**src/sv/fdns_pkg.sv**
```systemverilog
// Shared types, byte codes and the name compare helper of the directory name search.
package fdns_pkg;

   // Input word: one directory byte and the start mark
   typedef struct packed {
      logic [7:0] dir_byte;
      logic       start_search;
   } req_word_type;

   // Result word
   typedef struct packed {
      logic        found;
      logic [15:0] start_cluster;
      logic [15:0] entry_index;
   } rsp_word_type;

   // Target name as held in the register bank
   typedef struct packed {
      logic [63:0] chars_low;
      logic [31:0] chars_high;
      logic [3:0]  length;
   } target_type;

   // Output stage status seen by the scan stage
   typedef struct packed {
      logic skid_full;
   } out_status_type;

   // Running name compare state
   typedef struct packed {
      logic [3:0] length;
      logic       mismatch;
   } name_state_type;

   // Register bank
   localparam int unsigned CSR_ADDR_W = 5;
   localparam int unsigned CSR_DATA_W = 64;
   localparam logic [1:0]  REG_CHARS_LOW  = 2'd0;
   localparam logic [1:0]  REG_CHARS_HIGH = 2'd1;
   localparam logic [1:0]  REG_LENGTH     = 2'd2;

   // Directory byte codes and entry positions
   localparam logic [7:0] ENTRY_END_MARK = 8'h00;
   localparam logic [7:0] ENTRY_DELETED  = 8'hE5;
   localparam logic [7:0] ATTR_VOLUME    = 8'h08;
   localparam logic [7:0] ATTR_DIRECTORY = 8'h10;
   localparam logic [7:0] SPACE_CHAR     = 8'h20;
   localparam logic [7:0] DOT_CHAR       = 8'h2E;
   localparam logic [4:0] POS_FIRST      = 5'h00;
   localparam logic [4:0] POS_EXT_START  = 5'h08;
   localparam logic [4:0] POS_ATTR       = 5'h0B;
   localparam logic [4:0] POS_CLUSTER_LO = 5'h1A;
   localparam logic [4:0] POS_CLUSTER_HI = 5'h1B;
   localparam logic [4:0] POS_LAST       = 5'h1F;
   localparam logic [3:0] MAX_NAME_CHARS = 4'd12;
   localparam logic [3:0] LENGTH_LIMIT   = 4'd15;
   localparam logic [15:0] ENTRY_MAX     = 16'hFFFF;

   // Add one character to the built name and compare it with the target
   function automatic name_state_type append_char(name_state_type st, logic [7:0] c,
                                                  target_type tgt);
      name_state_type nx;
      logic [95:0]    chars;
      logic [3:0]     idx;
      logic [7:0]     want;
      nx    = st;
      chars = {tgt.chars_high, tgt.chars_low};
      idx   = (st.length < MAX_NAME_CHARS) ? st.length : 4'd0;
      want  = chars[{idx, 3'b000} +: 8];
      if (st.length >= MAX_NAME_CHARS || st.length >= tgt.length || want != c) begin
         nx.mismatch = 1'b1;
      end
      if (st.length < LENGTH_LIMIT) begin
         nx.length = st.length + 4'd1;
      end
      return nx;
   endfunction

endpackage

```
**src/sv/fdns_csr.sv**
```systemverilog
// Register bank holding the target file name, written and read over the APB-style port.
module fdns_csr import fdns_pkg::*; (
   input  logic                  clock,
   input  logic                  reset,
   input  logic                  psel,
   input  logic                  penable,
   input  logic                  pwrite,
   input  logic [CSR_ADDR_W-1:0] paddr,
   input  logic [CSR_DATA_W-1:0] pwdata,
   output logic [CSR_DATA_W-1:0] prdata,
   output logic                  pready,
   output target_type            target
);

   target_type target_ff;
   logic       write_en;
   logic [1:0] reg_index;

   assign pready    = 1'b1;
   assign write_en  = psel && penable && pwrite;
   assign reg_index = paddr[CSR_ADDR_W-1:3];
   assign target    = target_ff;

   // Write the addressed register
   always_ff @(posedge clock) begin
      if (reset) begin
         target_ff <= '0;
      end else if (write_en) begin
         case (reg_index)
            REG_CHARS_LOW:  target_ff.chars_low  <= pwdata;
            REG_CHARS_HIGH: target_ff.chars_high <= pwdata[31:0];
            REG_LENGTH:     target_ff.length     <= pwdata[3:0];
            default: ;
         endcase
      end
   end

   // Read back the addressed register
   always_comb begin
      case (reg_index)
         REG_CHARS_LOW:  prdata = target_ff.chars_low;
         REG_CHARS_HIGH: prdata = {32'd0, target_ff.chars_high};
         REG_LENGTH:     prdata = {60'd0, target_ff.length};
         default:        prdata = '0;
      endcase
   end

endmodule

```
**src/sv/fdns_scan.sv**
```systemverilog
// Input register, entry scan state and the single-pass name match logic.
module fdns_scan import fdns_pkg::*; (
   input  logic           clock,
   input  logic           reset,
   input  target_type     target,
   input  logic           req_valid,
   input  req_word_type   req_word,
   output logic           in_stall,
   input  out_status_type out_status,
   output logic           res_valid,
   output rsp_word_type   res_word
);

   logic           in_valid_ff, in_valid_in;
   req_word_type   in_word_ff;
   logic           advance;

   logic [4:0]     pos_ff, pos_in;
   logic [15:0]    cnt_ff, cnt_in;
   logic           done_ff, done_in;
   name_state_type name_ff, name_in;
   logic           stop_ff, stop_in;
   logic           skip_ff, skip_in;
   logic [7:0]     clo_ff, clo_in;

   // Advance the held word once the output side has room for a result
   assign advance  = in_valid_ff && !out_status.skid_full;
   assign in_stall = in_valid_ff && out_status.skid_full;

   always_comb begin
      in_valid_in = in_valid_ff;
      if (req_valid && !in_stall) begin
         in_valid_in = 1'b1;
      end else if (advance) begin
         in_valid_in = 1'b0;
      end
   end

   // Work out the next scan state and any result for the held byte
   always_comb begin
      logic [7:0] b;
      logic       hit;
      b      = in_word_ff.dir_byte;
      pos_in  = pos_ff;
      cnt_in  = cnt_ff;
      done_in = done_ff;
      name_in = name_ff;
      stop_in = stop_ff;
      skip_in = skip_ff;
      clo_in  = clo_ff;
      hit      = 1'b0;
      res_word = '0;

      // Start mark: clear all progress
      if (in_word_ff.start_search) begin
         pos_in  = '0;
         cnt_in  = '0;
         done_in = 1'b0;
         name_in = '0;
         stop_in = 1'b0;
         skip_in = 1'b0;
         clo_in  = '0;
      end

      if (!done_in) begin
         if (pos_in == POS_FIRST && b == ENTRY_END_MARK) begin
            // End of directory: report not found
            hit                  = 1'b1;
            res_word.found       = 1'b0;
            res_word.entry_index = cnt_in;
            done_in              = 1'b1;
         end else begin
            if (pos_in == POS_FIRST && b == ENTRY_DELETED) begin
               skip_in = 1'b1;
            end
            // Dot between name and extension
            if (pos_in == POS_EXT_START) begin
               name_in = append_char(name_in, DOT_CHAR, target);
               stop_in = 1'b0;
            end
            if (pos_in < POS_ATTR) begin
               if (!stop_in) begin
                  if (b == SPACE_CHAR) begin
                     stop_in = 1'b1;
                  end else begin
                     name_in = append_char(name_in, b, target);
                  end
               end
            end else if (pos_in == POS_ATTR) begin
               if ((b & (ATTR_VOLUME | ATTR_DIRECTORY)) != 8'h00) begin
                  skip_in = 1'b1;
               end
            end else if (pos_in == POS_CLUSTER_LO) begin
               clo_in = b;
            end else if (pos_in == POS_CLUSTER_HI) begin
               if (!skip_in && !name_in.mismatch && name_in.length == target.length) begin
                  hit                    = 1'b1;
                  res_word.found         = 1'b1;
                  res_word.start_cluster = {b, clo_in};
                  res_word.entry_index   = cnt_in;
                  done_in                = 1'b1;
               end
            end
            // Close the entry and step to the next byte
            if (!done_in) begin
               if (pos_in == POS_LAST) begin
                  if (cnt_in != ENTRY_MAX) begin
                     cnt_in = cnt_in + 16'd1;
                  end
                  name_in = '0;
                  stop_in = 1'b0;
                  skip_in = 1'b0;
                  clo_in  = '0;
               end
               pos_in = pos_in + 5'd1;
            end
         end
      end
      res_valid = advance && hit;
   end

   // Hold the input word
   always_ff @(posedge clock) begin
      if (req_valid && !in_stall) begin
         in_word_ff <= req_word;
      end
   end

   // Hold the scan state
   always_ff @(posedge clock) begin
      if (reset) begin
         in_valid_ff <= 1'b0;
         pos_ff      <= '0;
         cnt_ff      <= '0;
         done_ff     <= 1'b1;
         name_ff     <= '0;
         stop_ff     <= 1'b0;
         skip_ff     <= 1'b0;
         clo_ff      <= '0;
      end else begin
         in_valid_ff <= in_valid_in;
         if (advance) begin
            pos_ff  <= pos_in;
            cnt_ff  <= cnt_in;
            done_ff <= done_in;
            name_ff <= name_in;
            stop_ff <= stop_in;
            skip_ff <= skip_in;
            clo_ff  <= clo_in;
         end
      end
   end

endmodule

```
**src/sv/fdns_out.sv**
```systemverilog
// Result register with a one-word skid stage towards the result channel.
module fdns_out import fdns_pkg::*; (
   input  logic           clock,
   input  logic           reset,
   input  logic           res_valid,
   input  rsp_word_type   res_word,
   output logic           rsp_valid,
   output rsp_word_type   rsp_word,
   input  logic           rsp_stall,
   output out_status_type out_status
);

   logic         out_valid_ff;
   rsp_word_type out_word_ff;
   logic         skid_valid_ff;
   rsp_word_type skid_word_ff;
   logic         free;

   assign free                 = !out_valid_ff || !rsp_stall;
   assign rsp_valid            = out_valid_ff;
   assign rsp_word             = out_word_ff;
   assign out_status.skid_full = skid_valid_ff;

   // Load the output register from the skid word first, else from the new result
   always_ff @(posedge clock) begin
      if (reset) begin
         out_valid_ff  <= 1'b0;
         skid_valid_ff <= 1'b0;
      end else if (free) begin
         if (skid_valid_ff) begin
            out_valid_ff  <= 1'b1;
            skid_valid_ff <= 1'b0;
         end else begin
            out_valid_ff <= res_valid;
         end
      end else if (res_valid) begin
         skid_valid_ff <= 1'b1;
      end
   end

   // Move the payload words
   always_ff @(posedge clock) begin
      if (free) begin
         out_word_ff <= skid_valid_ff ? skid_word_ff : res_word;
      end else if (res_valid) begin
         skid_word_ff <= res_word;
      end
   end

endmodule

```
**src/sv/fat_dir_entry_name_search_top.sv**
```systemverilog
// Top level of the FAT directory 8.3 name search.
//
// Feed the root directory one byte per req_ word, entry after entry, with
// start_search high on byte 0 of entry 0. The target name (characters and
// length, dot included) is written over the APB-style port beforehand,
// while the block is idle.
// A search gives one rsp_ word: found with the start cluster and entry index
// on byte 0x1B of the matching entry, or not found on byte 0 of an entry
// whose first byte is 0x00. Later bytes are ignored until the next start.
// The byte that ends the search passes the input register and the match
// logic; the result word is registered. One byte per cycle is taken while
// req_stall is low; the scan state is updated in one pass.
// When the receiver stalls, the result waits in the output register and a
// skid word keeps input flowing; req_stall rises only once both are full.
// Reset clears the register bank and the scan state; the block then ignores
// bytes until one carries start_search.
module fat_dir_entry_name_search_top import fdns_pkg::*; (
   input  logic                  clock,
   input  logic                  reset,
   input  logic                  req_valid,
   input  req_word_type          req_word,
   output logic                  req_stall,
   output logic                  rsp_valid,
   output rsp_word_type          rsp_word,
   input  logic                  rsp_stall,
   input  logic                  psel,
   input  logic                  penable,
   input  logic                  pwrite,
   input  logic [CSR_ADDR_W-1:0] paddr,
   input  logic [CSR_DATA_W-1:0] pwdata,
   output logic [CSR_DATA_W-1:0] prdata,
   output logic                  pready
);

   target_type     target;
   out_status_type out_status;
   logic           res_valid;
   rsp_word_type   res_word;

   fdns_csr u_csr (
      .clock   (clock),
      .reset   (reset),
      .psel    (psel),
      .penable (penable),
      .pwrite  (pwrite),
      .paddr   (paddr),
      .pwdata  (pwdata),
      .prdata  (prdata),
      .pready  (pready),
      .target  (target)
   );

   fdns_scan u_scan (
      .clock      (clock),
      .reset      (reset),
      .target     (target),
      .req_valid  (req_valid),
      .req_word   (req_word),
      .in_stall   (req_stall),
      .out_status (out_status),
      .res_valid  (res_valid),
      .res_word   (res_word)
   );

   fdns_out u_out (
      .clock      (clock),
      .reset      (reset),
      .res_valid  (res_valid),
      .res_word   (res_word),
      .rsp_valid  (rsp_valid),
      .rsp_word   (rsp_word),
      .rsp_stall  (rsp_stall),
      .out_status (out_status)
   );

`ifndef SYNTHESIS
   // A skid word only exists behind a waiting output word
   assert property (@(posedge clock) disable iff (reset)
      out_status.skid_full |-> rsp_valid)
      else $error("skid word held with empty output register");

   // The skid word drains as soon as the receiver takes the output word
   assert property (@(posedge clock) disable iff (reset)
      out_status.skid_full && !rsp_stall |=> !out_status.skid_full)
      else $error("skid word not drained");

   // No new result while the skid word is occupied
   assert property (@(posedge clock) disable iff (reset)
      res_valid |-> !out_status.skid_full)
      else $error("result produced with no room");
`endif

endmodule
```
**config.mk**
```make
export PLATFORM = sky130hd
export DESIGN_NAME = fat_dir_entry_name_search_top
export DESIGN_NICKNAME = d
export VERILOG_FILES = /design/src/sv/fdns_pkg.sv /design/src/sv/fdns_csr.sv /design/src/sv/fdns_scan.sv /design/src/sv/fdns_out.sv /design/src/sv/fat_dir_entry_name_search_top.sv
export SDC_FILE = /design/constraint.sdc
export NUM_CORES = 1
export LEC_CHECK = 0
export BUFFER_PORTS_ARGS = -buffer_cell sky130_fd_sc_hd__clkbuf_2
export CORE_UTILIZATION = 53
export CTS_BUF_LIST = sky130_fd_sc_hd__clkbuf_8
export CTS_CLUSTER_SIZE = 10
export DETAILED_ROUTE_END_ITERATION = 6
export GPL_ROUTABILITY_DRIVEN = 0
export PLACE_DENSITY = 0.84
export SLEW_MARGIN = 15
export SYNTH_ARGS = -nofsm -noshare
export SYNTH_HDL_FRONTEND = slang
export SYNTH_SLANG_ARGS = --single-unit
```
**constraint.sdc**
```tcl
create_clock -name clock -period 7.2 [get_ports clock]
set_clock_uncertainty 0.2 [all_clocks]
set_input_delay 0.72 -clock clock [delete_from_list [all_inputs] [get_ports clock]]
set_output_delay 0.72 -clock clock [all_outputs]
set_load 0.05 [all_outputs]
```
## Word level (Yosys, flattened, before mapping)

Cells that the tools add are included.
W data, S select, Z words.

- Register bits after elaboration: 215
- Input port bits: 85
- Output and inout port bits: 100

- $add $sub $neg: 4
- Magnitude comparators: 9
- Equality and inequality tests: 13
- Shift-type cells: 2
- Mux-type cells: 83
- Bitwise operators: 1
- Reduce and logical (&&, ||, !) cells: 31

Operators by type and width:

| kind | number |
|---|---|
| $mux W33 | 7 |
| $pmux W64 S3 | 1 |
| $shiftx A96 B8 Y8 | 2 |
| $mux W16 | 8 |
| $mux W5 | 15 |
| $mux W8 | 8 |
| $mux W1 | 40 |
| $add A16 B1 Y16 const B | 1 |
| $lt A4 B4 Y1 const B | 4 |
| $mux W4 | 4 |
| $ne A16 B16 Y1 const B | 1 |
| $eq A5 B5 Y1 const B | 3 |
| $eq A5 B4 Y1 const B | 2 |
| $logic_and A1 B1 Y1 | 10 |
| $add A4 B1 Y4 const B | 2 |
| $eq A8 B6 Y1 const B | 1 |
| $eq A8 B8 Y1 const B | 1 |
| $ge A4 B4 Y1 | 2 |
| $ge A4 B4 Y1 const B | 2 |
| $logic_not A8 Y1 | 1 |
| $ne A8 B6 Y1 const B | 1 |
| $ne A8 B8 Y1 | 1 |
| $reduce_and A2 Y1 | 4 |
| $reduce_bool A8 Y1 | 1 |
| 12 further kinds | 21 |

## Depth between registers and ports, before layout

- Depth after elaboration: 23
- Mapped depth: 25

## Cells and area by module

A second synthesis with hierarchy kept.

- Cells, all modules: 1244
- Area total of the unflattened synthesis: 12240.5 µm²

Modules (own cells, without submodules):

| module | times used | cells each | area an instance (µm²) | sequential area each (µm²) |
|---|---|---|---|---|
| fdns_csr | 1 | 511 | 5072.4 | 2001.9 |
| fdns_scan | 1 | 623 | 4570.6 | 1031.0 |
| fdns_out | 1 | 110 | 2597.5 | 2021.9 |

## Least setup slack after synthesis

OpenSTA, ideal clock, no wires.

- Path type: reg-to-reg
- Start: register u_scan.in_word_ff[0] (netlist bit)
- End: register u_out.skid_word_ff[0] (netlist bit) (enable)
- Arrival time: 5.965 ns
- Required time: 6.529 ns
- Path slack: 0.564 ns
- Cell stages (with the launch flop): 20
- Path buffers: 6
- Period minus slack after synthesis: 6.636 ns
- Cells stage by stage: edfxtp_1 > buf_4 > inv_2 > clkbuf_1 > clkbuf_1 > nand2_1 > ha_1 > and4bb_1 > buf_6 > a31o_2 > nand3_1 > buf_4 > inv_2 > ha_1 > nand4bb_1 > or4_1 > buf_2 > nand2_1 > nand2_1 > nor3b_1

- Word-level cells in the longest chain between the ends: 22
- Elaborated cells between the ends (all ways): 44

RTL lines:

| what | RTL line | text |
|---|---|---|
| from (decl) | fdns_scan.sv:15 | `req_word_type in_word_ff;` |
| from (signal assigned) | fdns_scan.sv:125 | `in_word_ff <= req_word;` |
| $mux W5 | fdns_scan.sv:55 | `if (in_word_ff.start_search) begin` |
| $lt A4 B4 Y1 | fdns_pkg.sv:68 | `idx = (st.length < MAX_NAME_CHARS) ? st.length : 4'd0;` |
| $mux W4 | fdns_pkg.sv:68 |  |
| $shiftx A96 B8 Y8 | fdns_pkg.sv:69 | `want = chars[{idx, 3'b000} +: 8];` |
| $ne A8 B6 Y1 | fdns_pkg.sv:70 | `if (st.length >= MAX_NAME_CHARS \|\| st.length >= tgt.length \|\| want != c) begin` |
| $logic_or A1 B1 Y1 | fdns_pkg.sv:70 |  |
| $mux W1 | fdns_pkg.sv:70 |  |
| $mux W5 | fdns_scan.sv:77 | `if (pos_in == POS_EXT_START) begin` |
| (+6 left out) | n/a |  |
| $mux W1 | fdns_scan.sv:95 | `end else if (pos_in == POS_CLUSTER_HI) begin` |
| $mux W1 | fdns_scan.sv:93 | `end else if (pos_in == POS_CLUSTER_LO) begin` |
| $mux W1 | fdns_scan.sv:89 | `end else if (pos_in == POS_ATTR) begin` |
| $mux W1 | fdns_scan.sv:81 | `if (pos_in < POS_ATTR) begin` |
| $mux W1 | fdns_scan.sv:66 | `if (pos_in == POS_FIRST && b == ENTRY_END_MARK) begin` |
| $mux W1 * | fdns_scan.sv:65 | `if (!done_in) begin` |
| $logic_and A1 B1 Y1 * | fdns_scan.sv:119 | `res_valid = advance && hit;` |
| $reduce_and A2 Y1 (no source line) * | n/a |  |
| to (signal assigned) | fdns_out.sv:46 | `skid_word_ff <= res_word;` |
| to (decl) | fdns_out.sv:16 | `rsp_word_type skid_word_ff;` |

Mark *: on every way between the ends. The rest lies on a longest branch, timed or not. The select of a mux whose other input is x is not followed.
A chain may end at the register's enable or synchronous reset.

## Final worst setup path

- Start: register u_scan.in_word_ff[0] (netlist bit)
- End: register u_scan.name_ff[0] (netlist bit)

- Word-level cells in the longest chain between the ends: 23
- Elaborated cells between the ends (all ways): 63

RTL lines:

| what | RTL line | text |
|---|---|---|
| branches (longest 22 deep; another with $add A4 B1 Y4) | n/a |  |
| $mux W5 * | fdns_scan.sv:65 |  |
| to (signal assigned) | fdns_scan.sv:146 | `name_ff <= name_in;` |
| to (decl) | fdns_scan.sv:21 | `name_state_type name_ff, name_in;` |

Mark *: on every way between the ends. The select of a mux whose other input is x is not followed.

==> qor.yml <==
global_route:
  grtUsageMet2_pct: 44.9
  grt_pass1_wl_um: 49000
  antenna_found_initial: 0
  busiest_layer: "met2"
  overflow: 0
  grtUsageTotal_pct: 27.9
  grt_pass1_vias: 9621
  grt_util_met3_pct: 5.49
  use_met1_pct: 36.1
  grt_max_degree: 90
logic_synthesis:
  yosysUniqueCellTypes: 88
  postSynthRegisterBits: 215
  avgSynthCellArea_um2: 8.93
  synth-seq-area-share_pct: 44.7
  synth_edf_count: 75
  async_reset_ff_share_pct: 0
  synth.net_count: 1366
  synth_warnings: 0
  synthFlopType: "dfxtp_1"
  synth_area_mm2: 0.0113
  syn-instance-count: 1266
clock_network:
  cts_buffer_depth: 3
  hold_buffers: 0
  clk_transition_reported_paths_ns: 0.07
  clock_latency_ns: 0.54
  cts_resized: 0
  cts_tree: "yes"
  root_buffer: "clkbuf_8"
  h-tree-depth: 2
  post_cts_buffers: 0
  numClockSinks: 215
  cts_buffers: 37
power:
  p_comb_share_pct: 6.2
  p_sw_w: 0.000618
  power_density_mw_per_mm2: 193
  p_clk_share_pct: 42.5
  ir_drop_mv: 0.149
  internal-power_w: 0.00189
  pwr-share-seq_pct: 51.2
  p_leak_nw: 5.11
  netSwitchingFraction_pct: 24.6
outcome:
  status: "complete, no violations"
sta:
  rsz0062_at_grt: "false"
  max_freq_mhz: 174
  finalHoldViolations: 0
  setup_violations: 0
  period_minus_slack_ns: 5.75
  drv_slew: 0
  setup_tns_ns: 0
  finalCritPeriodShare_pct: 79.8
  slew_headroom_pct: 38.4
  worst_pin_slew_ns: 0.923
routing:
  remaining_drc_errors: 0
  drt_iter0_drc: 1108
  routed_via_density: 6.03
  wl_per_cell_um: 17.9
  firstDrtPassIters: 6
  via_count: 10400
  postRouteAntennaNets: 0
  wl_um: 30700
finish:
  areaGrowthSynthToFinish_pct: 15.0
  final_nets: 1514
  drive_gt1_share_pct: 22.3
  utilization_pct: 62.1
  fin_cells: 1718
setup_path:
  crit_path_start: "u_scan.in_word_ff[0]"
  regToRegStartpoint: "u_scan.in_word_ff[0]"
  crit_arrival_ns: 6.02
  reg2reg_depth: 19
  cp.required_ns: 7.47
  critPathCaptureType: "flop"
  worstPathMaxFanout: 27
  crit_type: "reg -> reg"
  startpoint_type: "flop"
min_path:
  hold_path_depth: 1
  hp-class: "in -> reg"
  hp-start: "req_word[0]"
flow_run:
  drv_cap: 0
floorplanning:
  start_util_pct: 54.0
  core_mm2: 0.0210
  rows: 53
  dieArea_mm2: 0.0219
  io_pins: 185
  die_w_um: 148
  die_h_um: 148
placement:
  dpl.cell_count: 1650
  hpwlAfterDp_um: 21400
  portBuffers: 180
through the flow:
stage / hold slack [ns] / setup WS [ns] / power, W / area [um^2]
final: 0.171 / 1.45 / 0.00251 / 13000
after global routing: 0.151 / 1.15 / 0.00260 / 13000
after CTS: 0.147 / 1.55 / 0.00253 / 13000
after detailed placement: 0.241 / 1.56 / 0.00146 / 12300
after global placement: 0.237 / 1.69 / 0.00146 / 12300
after floorplan: 0.227 / 0.564 / 0.00140 / 11300
flip-flops by register name, summed over array words and instances (netlist names):
register,cells
u_csr.target,100
u_out.rsp_word,33
u_out.skid_word_ff,33
u_scan.cnt_ff,16
u_scan.in_word_ff,9
u_scan.clo_ff,8
u_scan.name_ff,5
u_scan.pos_ff,5
u_out.out_status,1
u_out.rsp_valid,1
u_scan.done_ff,1
u_scan.in_valid_ff,1
u_scan.skip_ff,1
u_scan.stop_ff,1
critical path, cell delays in order, from the launching register on:
cell,delay (ns)
edfxtp_1,0.57
buf_4,0.28
inv_2,0.36
nand2_1,0.16
ha_1,0.24
and4bb_1,0.40
buf_4,0.27
nand3_2,0.09
a21o_2,0.38
inv_2,0.26
ha_1,0.38
nand4b_1,0.09
or4_1,0.53
nand2_1,0.14
and3_1,0.41
a21oi_1,0.12
or3_4,0.40
a31oi_4,0.16
nor4_1,0.07
a31oi_1,0.15
placed cells by master, fill, tap and decap left out, types with 25 or more instances in the layout:
master    synthesis  layout
a21oi_1         127     127
and2_1           51      51
clkbuf_2          0     179
clkbuf_8          0      42
dfxtp_1         140     140
edfxtp_1         75      75
inv_1            13      25
mux2_2           36      36
mux2i_1          53      53
nand2_1         256     256
nor2_1           86      86
cells in the mapped netlist (11+ instances only):
cell,n,area (um^2)
mux2_2,36,405
nand4_1,11,68.8
edfxtp_1,75,2250
dfxtp_1,140,2800
inv_1,13,48.8
and2_1,51,319
nand2_1,256,961
o21ai_0,20,100
xnor2_1,11,96.3
nor2b_1,16,100
clkbuf_1,56,210
nor2_1,86,323
a22oi_1,16,120
nor4_1,14,87.6
mux2i_1,53,531
nor3_1,23,115
nand3_1,16,80.1
ha_1,15,188
a21oi_1,127,636
and3_1,23,144
power groups by stage:
stage                     Sequential, W  Clock [W]  Combinational, W
after floorplan                 0.00130          0          0.000104
after global placement          0.00131          0          0.000151
after detailed placement        0.00131          0          0.000153
after CTS                       0.00128    0.00109          0.000154
after global routing            0.00129    0.00115          0.000170
final                           0.00129    0.00107          0.000157
path summary, 6_finish.rpt:
check                               to  slack (ns)
setup / recovery     u_scan.name_ff[0]        1.45
hold / removal    u_scan.in_word_ff[0]        0.17
setup reg to reg     u_scan.name_ff[0]        1.45
hold reg to reg         u_scan.skip_ff        0.25
metal layers:
layer	vias up	wire [um]
met3	119	2710
met1	4851	12300
li1	4812	-
met2	581	14400
met4	0	1320
met5	-	0
final cells by class:
cell class	instances	area (um^2)
repair buffers	195	1020
flip-flops and latches	215	5050
multi-input cells	946	5800
diodes	1	2.50
clock buffers	42	578
fillers	1766	7950
well taps	275	344
clock inverters	25	144
inverters	19	71.3
cells by family after synthesis:
logic type,share of synthesized area [%]
adder cells (fa/ha/maj),1.66
flip-flops,44.7
other,0.0332
buffers and inverters,4.19
AND/OR/NAND/NOR,24.3
XOR/XNOR,1.63
multiplexers,8.38
AO/OA/AOI/OAI,15.1
No activity file was read; power rests on OpenSTA's default activity.
